==> src/rtl/utxq_pkg.sv <==
// ----------------------------------------------------------------------------
// utxq_pkg
// Shared constants and types for the transmit queue with newline expansion.
// ----------------------------------------------------------------------------
package utxq_pkg;

	localparam int DEFAULT_QUEUE_DEPTH = 64;

	localparam logic [7:0] LINE_FEED       = 8'h0A;
	localparam logic [7:0] CARRIAGE_RETURN = 8'h0D;

	typedef enum logic {
		MODE_ENQUEUE = 1'b0,
		MODE_DONE    = 1'b1
	} mode_t;

	typedef struct packed {
		logic pop;
		logic load;
	} cell_ctl_t;

endpackage

==> src/rtl/utxq_if.sv <==
// ----------------------------------------------------------------------------
// utxq_if
// Valid/ready channels for the event input and the result output.
// ----------------------------------------------------------------------------
interface utxq_in_if;
	logic       valid;
	logic       ready;
	logic       mode;
	logic [7:0] data_byte;

	modport source (output valid, output mode, output data_byte, input ready);
	modport sink   (input valid, input mode, input data_byte, output ready);
endinterface

interface utxq_out_if;
	logic       valid;
	logic       ready;
	logic       send;
	logic [7:0] tx_byte;
	logic       rejected;
	logic       idle;

	modport source (output valid, output send, output tx_byte, output rejected,
		output idle, input ready);
	modport sink   (input valid, input send, input tx_byte, input rejected,
		input idle, output ready);
endinterface

==> src/rtl/utxq_cell.sv <==
// ----------------------------------------------------------------------------
// utxq_cell
// One byte slot of the queue chain; loads a new byte or takes its neighbor's
// byte when the head is popped.
// ----------------------------------------------------------------------------
module utxq_cell (
	input  logic                 clk,
	input  utxq_pkg::cell_ctl_t  ctl,
	input  logic [7:0]           load_byte,
	input  logic [7:0]           next_byte,
	output logic [7:0]           cell_byte
);
	import utxq_pkg::*;

	logic [7:0] byte_q;

	always_ff @(posedge clk) begin
		if (ctl.load) begin
			byte_q <= load_byte;
		end else if (ctl.pop) begin
			byte_q <= next_byte;
		end
	end

	assign cell_byte = byte_q;

endmodule

==> src/rtl/uart_tx_queue_newline_expand_unit.sv <==
// ----------------------------------------------------------------------------
// uart_tx_queue_newline_expand_unit
// Transmit queue in front of a serial transmitter with line feed expansion.
// ----------------------------------------------------------------------------
// result: each accepted event beat gives a registered result beat in the next cycle
// throughput: one event per cycle while results are taken; the byte cell chain
//   shifts toward the head on each pop, so every step is one cell update
// reset: count, idle mark, pending carriage return and output valid reset at
//   once; the byte cells hold no reset and are only read once written
module uart_tx_queue_newline_expand_unit #(
	parameter int QUEUE_DEPTH = utxq_pkg::DEFAULT_QUEUE_DEPTH
) (
	input  logic      clk,
	input  logic      arst_n,
	utxq_in_if.sink   item,
	utxq_out_if.source result
);
	import utxq_pkg::*;

	localparam int CW = $clog2(QUEUE_DEPTH + 1);

	logic [CW-1:0] count_q;
	logic          tx_idle_q;
	logic          cr_pending_q;

	logic          out_valid_q;
	logic          send_q;
	logic [7:0]    tx_byte_q;
	logic          rejected_q;
	logic          idle_q;

	logic          fire;
	logic          empty;
	logic          full;
	logic [7:0]    head_byte;

	logic          push;
	logic          pop;
	logic [CW-1:0] count_d;
	logic          tx_idle_d;
	logic          cr_pending_d;
	logic          send_d;
	logic [7:0]    tx_byte_d;
	logic          rejected_d;

	logic [7:0]    cell_bytes [QUEUE_DEPTH];

	assign item.ready = !out_valid_q || result.ready;
	assign fire       = item.valid && item.ready;
	assign empty      = (count_q == '0);
	assign full       = (count_q == CW'(QUEUE_DEPTH));
	assign head_byte  = cell_bytes[0];

	always_comb begin
		push         = 1'b0;
		pop          = 1'b0;
		tx_idle_d    = tx_idle_q;
		cr_pending_d = cr_pending_q;
		send_d       = 1'b0;
		tx_byte_d    = '0;
		rejected_d   = 1'b0;
		case (mode_t'(item.mode))
			MODE_ENQUEUE: begin
				if (tx_idle_q && empty) begin
					send_d    = 1'b1;
					tx_byte_d = item.data_byte;
					tx_idle_d = 1'b0;
					if (item.data_byte == LINE_FEED) begin
						push         = 1'b1;
						cr_pending_d = 1'b1;
					end else begin
						cr_pending_d = 1'b0;
					end
				end else if (full) begin
					rejected_d = 1'b1;
				end else begin
					push = 1'b1;
				end
			end
			MODE_DONE: begin
				if (empty) begin
					tx_idle_d    = 1'b1;
					cr_pending_d = 1'b0;
				end else begin
					tx_idle_d = 1'b0;
					send_d    = 1'b1;
					if (cr_pending_q) begin
						tx_byte_d    = CARRIAGE_RETURN;
						cr_pending_d = 1'b0;
						pop          = 1'b1;
					end else if (head_byte == LINE_FEED) begin
						tx_byte_d    = LINE_FEED;
						cr_pending_d = 1'b1;
					end else begin
						tx_byte_d = head_byte;
						pop       = 1'b1;
					end
				end
			end
			default: begin
				push = 1'b0;
			end
		endcase
	end

	always_comb begin
		count_d = count_q;
		if (fire && push) begin
			count_d = count_q + CW'(1);
		end else if (fire && pop) begin
			count_d = count_q - CW'(1);
		end
	end

	for (genvar i = 0; i < QUEUE_DEPTH; i++) begin : g_cell
		cell_ctl_t  ctl;
		logic [7:0] next_byte;

		assign ctl.pop  = fire && pop;
		assign ctl.load = fire && push && (count_q == CW'(i));

		if (i == QUEUE_DEPTH - 1) begin : g_tail
			assign next_byte = '0;
		end else begin : g_link
			assign next_byte = cell_bytes[i+1];
		end

		utxq_cell u_cell (
			.clk       (clk),
			.ctl       (ctl),
			.load_byte (item.data_byte),
			.next_byte (next_byte),
			.cell_byte (cell_bytes[i])
		);
	end

	always_ff @(posedge clk or negedge arst_n) begin
		if (!arst_n) begin
			count_q      <= '0;
			tx_idle_q    <= 1'b1;
			cr_pending_q <= 1'b0;
			out_valid_q  <= 1'b0;
		end else begin
			if (fire) begin
				count_q      <= count_d;
				tx_idle_q    <= tx_idle_d;
				cr_pending_q <= cr_pending_d;
				out_valid_q  <= 1'b1;
			end else if (result.ready) begin
				out_valid_q <= 1'b0;
			end
		end
	end

	always_ff @(posedge clk) begin
		if (fire) begin
			send_q     <= send_d;
			tx_byte_q  <= tx_byte_d;
			rejected_q <= rejected_d;
			idle_q     <= tx_idle_d;
		end
	end

	assign result.valid    = out_valid_q;
	assign result.send     = send_q;
	assign result.tx_byte  = tx_byte_q;
	assign result.rejected = rejected_q;
	assign result.idle     = idle_q;

	a_count_bound: assert property (@(posedge clk) disable iff (!arst_n)
		count_q <= CW'(QUEUE_DEPTH))
		else $error("queue count above depth");

	a_cr_needs_entry: assert property (@(posedge clk) disable iff (!arst_n)
		cr_pending_q |-> !empty)
		else $error("carriage return pending with empty queue");

	a_reject_no_send: assert property (@(posedge clk) disable iff (!arst_n)
		out_valid_q && rejected_q |-> !send_q)
		else $error("rejected beat also sends");

	a_idle_no_send: assert property (@(posedge clk) disable iff (!arst_n)
		out_valid_q && idle_q |-> !send_q && empty)
		else $error("idle beat sends or queue not empty");

endmodule
==> src/flat_wrapper.sv <==
// flat-port wrapper written by rule: the top's interface ports become plain ports
module uart_tx_queue_newline_expand_unit_flat import utxq_pkg::*;
#(
	parameter int QUEUE_DEPTH = utxq_pkg::DEFAULT_QUEUE_DEPTH
)
  (clk, arst_n, item_valid, item_mode, item_data_byte, item_ready, result_valid, result_send, result_tx_byte, result_rejected, result_idle, result_ready);
  utxq_in_if item_i ();
  utxq_out_if result_i ();
  input  logic clk;
  input  logic arst_n;
  input wire logic [$bits(item_i.valid)-1:0] item_valid;
  input wire logic [$bits(item_i.mode)-1:0] item_mode;
  input wire logic [$bits(item_i.data_byte)-1:0] item_data_byte;
  output wire logic [$bits(item_i.ready)-1:0] item_ready;
  output wire logic [$bits(result_i.valid)-1:0] result_valid;
  output wire logic [$bits(result_i.send)-1:0] result_send;
  output wire logic [$bits(result_i.tx_byte)-1:0] result_tx_byte;
  output wire logic [$bits(result_i.rejected)-1:0] result_rejected;
  output wire logic [$bits(result_i.idle)-1:0] result_idle;
  input wire logic [$bits(result_i.ready)-1:0] result_ready;
  assign item_i.valid = item_valid;
  assign item_i.mode = item_mode;
  assign item_i.data_byte = item_data_byte;
  assign item_ready = item_i.ready;
  assign result_valid = result_i.valid;
  assign result_send = result_i.send;
  assign result_tx_byte = result_i.tx_byte;
  assign result_rejected = result_i.rejected;
  assign result_idle = result_i.idle;
  assign result_i.ready = result_ready;
  uart_tx_queue_newline_expand_unit #(.QUEUE_DEPTH(QUEUE_DEPTH)) u_core (.clk(clk), .arst_n(arst_n), .item(item_i), .result(result_i));
endmodule
==> config.mk <==
export PLATFORM = sky130hd
export DESIGN_NAME = uart_tx_queue_newline_expand_unit_flat
export DESIGN_NICKNAME = d
export VERILOG_FILES = /design/src/rtl/utxq_pkg.sv /design/src/rtl/utxq_if.sv /design/src/rtl/utxq_cell.sv /design/src/rtl/uart_tx_queue_newline_expand_unit.sv /design/src/flat_wrapper.sv
export SDC_FILE = /design/constraint.sdc
export NUM_CORES = 1
export LEC_CHECK = 0
export ABC_AREA = 1
export BUFFER_PORTS_ARGS = -buffer_cell sky130_fd_sc_hd__buf_2
export CORE_MARGIN = 3
export CORE_UTILIZATION = 65
export CTS_CLUSTER_SIZE = 25
export DETAILED_ROUTE_END_ITERATION = 16
export PLACE_DENSITY = 0.81
export SLEW_MARGIN = 20
export SYNTH_ARGS = -nofsm -noshare
export SYNTH_HDL_FRONTEND = slang
export SYNTH_HIERARCHICAL = 1
export SYNTH_SLANG_ARGS = --single-unit
==> constraint.sdc <==
create_clock -name clk -period 5.2 [get_ports clk]
set_clock_uncertainty 0.05 [all_clocks]
set_input_delay 1.04 -clock clk [delete_from_list [all_inputs] [get_ports clk]]
set_output_delay 1.04 -clock clk [all_outputs]
set_load 0.01 [all_outputs]
==> flow_summary.ini <==
[grt]
grt_busiest_layer = met2
use_met3_pct = 5.76
grt_util_met2_pct = 46.0
grt_pass1_wl_um = 87000
grt_pass1_vias = 16600
gr-usage-all-layers_pct = 28.5
grt_max_degree = 65
grt_util_met1_pct = 38.1
antenna_found_initial = 0
grt-ovfl-total = 0

[synth]
synth_area_per_cell_um2 = 9.67
yosysTopAreaCell = edfxtp_1
seq_area_frac_synth_pct = 65.4
synth_cells = 2523
synth_area_leaders = edfxtp_1 (64%), nand2_1 (24%), buf_6 (3.0%)
synth_top_area_share_pct = 64.4
mappedNetlistArea_um2 = 24400
synth.distinct_cells = 28
yosysWarningCount = 6
yosys_register_bits = 533

[clocking]
post_cts_buffers = 0
root_buffer = clkbuf_16
cts-htree-levels = 2
clk_pin_slew_worst_paths_ns = 0.06
cts_resized = 0
tritoncts = yes
clk_latency_ns = 0.58
cts_buffers = 52
cts_buffer_depth = 3
numClockSinks = 533
ctsHoldBuffers = 0

[setup_path]
path_class = in -> reg
cp-start-kind = input pin
crit_required_ns = 5.39
critical_path_arrival_ns = 3.85
critPathMaxStageDelay_ns = 0.64
crit_path_top_delay_cell = nor2_1
path_cells = buf_2 -> inv_1 -> nand2_1 -> nor3_1 -> nand3_1 -> nand2_4 -> nand2_4 -> inv_4 -> nand2_1 -> nor2_1 -> or2_1
cp-end-kind = flop
critPathMaxFanout = 14

[timing]
setup-tns-final_ns = 0
finalCriticalPeriod_ns = 3.66
max_slew_margin_pct = 30.1
fin_crit_sh_pct = 70.4
final_max_slew_viol_count = 0
hold_viol = 0
fmax_mhz = 273
finalSetupViolations = 0
tightestPinTransition_ns = 1.05
rsz0062_at_grt = false

[drt]
via_per_inst = 5.64
drtAntennaViolNets = 0
drt-wirelength-per-cell_um = 18.3
vias = 17300
first_pass_iters = 8
drt_iter0_markers = 1996
routed_wirelength_um = 56300
drc = 0

[pwr]
p_leak_uw = 0.0113
vdd_drop_max_v = 0.000247
powerDensity_nw_per_um2 = 388

[cells_and_area]
final_cells = 3074
multi_input_area_um2 = 7340
area_delta_synth_final_pct = 7.52
largest_reg_flops = 512
final_nets = 2582
drive_gt1_share_pct = 8.71
regArea_um2 = 16000
nFillCells = 2561

[die]
dieArea_um2 = 39900
ios = 26
die_w_um = 200
row_count = 70
design.core.area_um2 = 36800
dieHeight_um = 200
initial_utilization_pct = 66.3

[hold_path]
hold_class = in -> async

[run_status]
status = complete, no violations

[placed_design]
dp_hpwl_um = 34800
numPortBuffers = 25
gp_congestion = 0.893
place_inst = 2978

[run]
max_cap_viol_count = 0
## cells in the final DEF (no fill, tap or decap), drive strengths merged
cell / n
nand2: 1599
edfxtp: 523
inv: 96
nor2: 92
clkbuf: 72
or2: 64
buf: 51
nand3: 32
clkinv: 19
o21ai: 9
dfrtp: 9
xor2: 8
conb: 8
nor3: 5
ha: 5
bufinv: 3
nand4: 3
o22ai: 2
a21oi: 2
diode: 1
clkinvlp: 1
xnor2: 1
dfstp: 1
## path summary, 6_finish.rpt
| check | start | end | slack, ns | depth (start not counted) |
|---|---|---|---|---|
| setup / recovery | item_data_byte[0] | u_core/g_cell[45].u_cell/cell_byte[3] | 1.54 | 11 |
| hold / removal | arst_n | u_core/count_q[5] | 0.29 | 1 |
| setup reg to reg | u_core/count_q[0] | u_core/g_cell[45].u_cell/cell_byte[3] | 1.80 | 12 |
| hold reg to reg | u_core/tx_idle_q | u_core/tx_idle_q | 0.45 | 2 |
| max in group asynchronous | arst_n | u_core/tx_idle_q | 4.54 | 1 |
| min in group clk | u_core/tx_idle_q | u_core/tx_idle_q | 0.45 | 2 |
## report_power, final
| group | internal, uW | switching (uW) | total, uW |
|---|---|---|---|
| sequential | 5210 | 166 | 5380 |
| combinational | 287 | 877 | 1160 |
| clock | 2110 | 1530 | 3640 |
| total | 7610 | 2570 | 10200 |
## routing by layer
layer / wire [um] / vias to the layer above
met1: 21800 / 8018
met5: 0 / -
li1: - / 8159
met4: 2470 / 0
met2: 25900 / 982
met3: 6130 / 187
## logic make-up after synthesis
logic type	count (synthesis)	synth area share, %
buffers and inverters	167	4.63
xor gates and xnor gates	9	0.323
and+or+nand+nor	1795	29.1
other	1	0.0154
AOI/OAI and AO/OA	13	0.277
DFF	533	65.4
adders and majority gates	5	0.256
## area by class of cell
cell class / count / share of cell area, %
Inverter: 96 / 1.38
Sequential cell: 533 / 60.8
Antenna cell: 1 / 0.00954
Timing Repair Buffer: 51 / 1.27
Tap cell: 468 / 2.23
Multi-Input combinational cell: 1830 / 28.0
Clock inverter: 23 / 0.706
Clock buffer: 72 / 5.60
## worst max-delay path: cells and delay by family
kind / cells / cell delay, ns
and+or+nand+nor: 8 / 2.16
buffers and inverters: 3 / 0.64
## synth_stat cells
master    number
dfstp_2        1
conb_1         1
or2_1         64
nand2_1     1585
nor2_1        79
clkbuf_1       4
inv_1         29
buf_6         64
dfrtp_1        9
nand4_1        3
o22ai_1        2
nand3_2        3
nand3_1       29
xor2_1         8
nor3_1         5
xnor2_1        1
nor2_2        11
buf_12         1
o21ai_0        9
inv_2         66
buf_2          2
inv_4          1
nand2_2        3
nand2_4       11
ha_1           5
a21oi_1        2
nor2_4         2
edfxtp_1     523
## metrics by stage
stage / power [uW] / hold WS (ns) / instance area [um2] / worst slack, ns / utilization, %
finish: 10200 / 0.286 / 26200 / 1.54 / 71.3
global route: 10500 / 0.282 / 26200 / 1.40 / 71.3
CTS: 10200 / 0.261 / 26200 / 1.67 / 71.3
detailed placement: 6590 / 0.443 / 24600 / 1.06 / 66.8
global placement: 6550 / 0.432 / 24600 / 1.04 / 66.8
floorplan: 6180 / 0.420 / 24400 / 1.96 / -
Note: power is estimated with default switching activity, not from simulation.
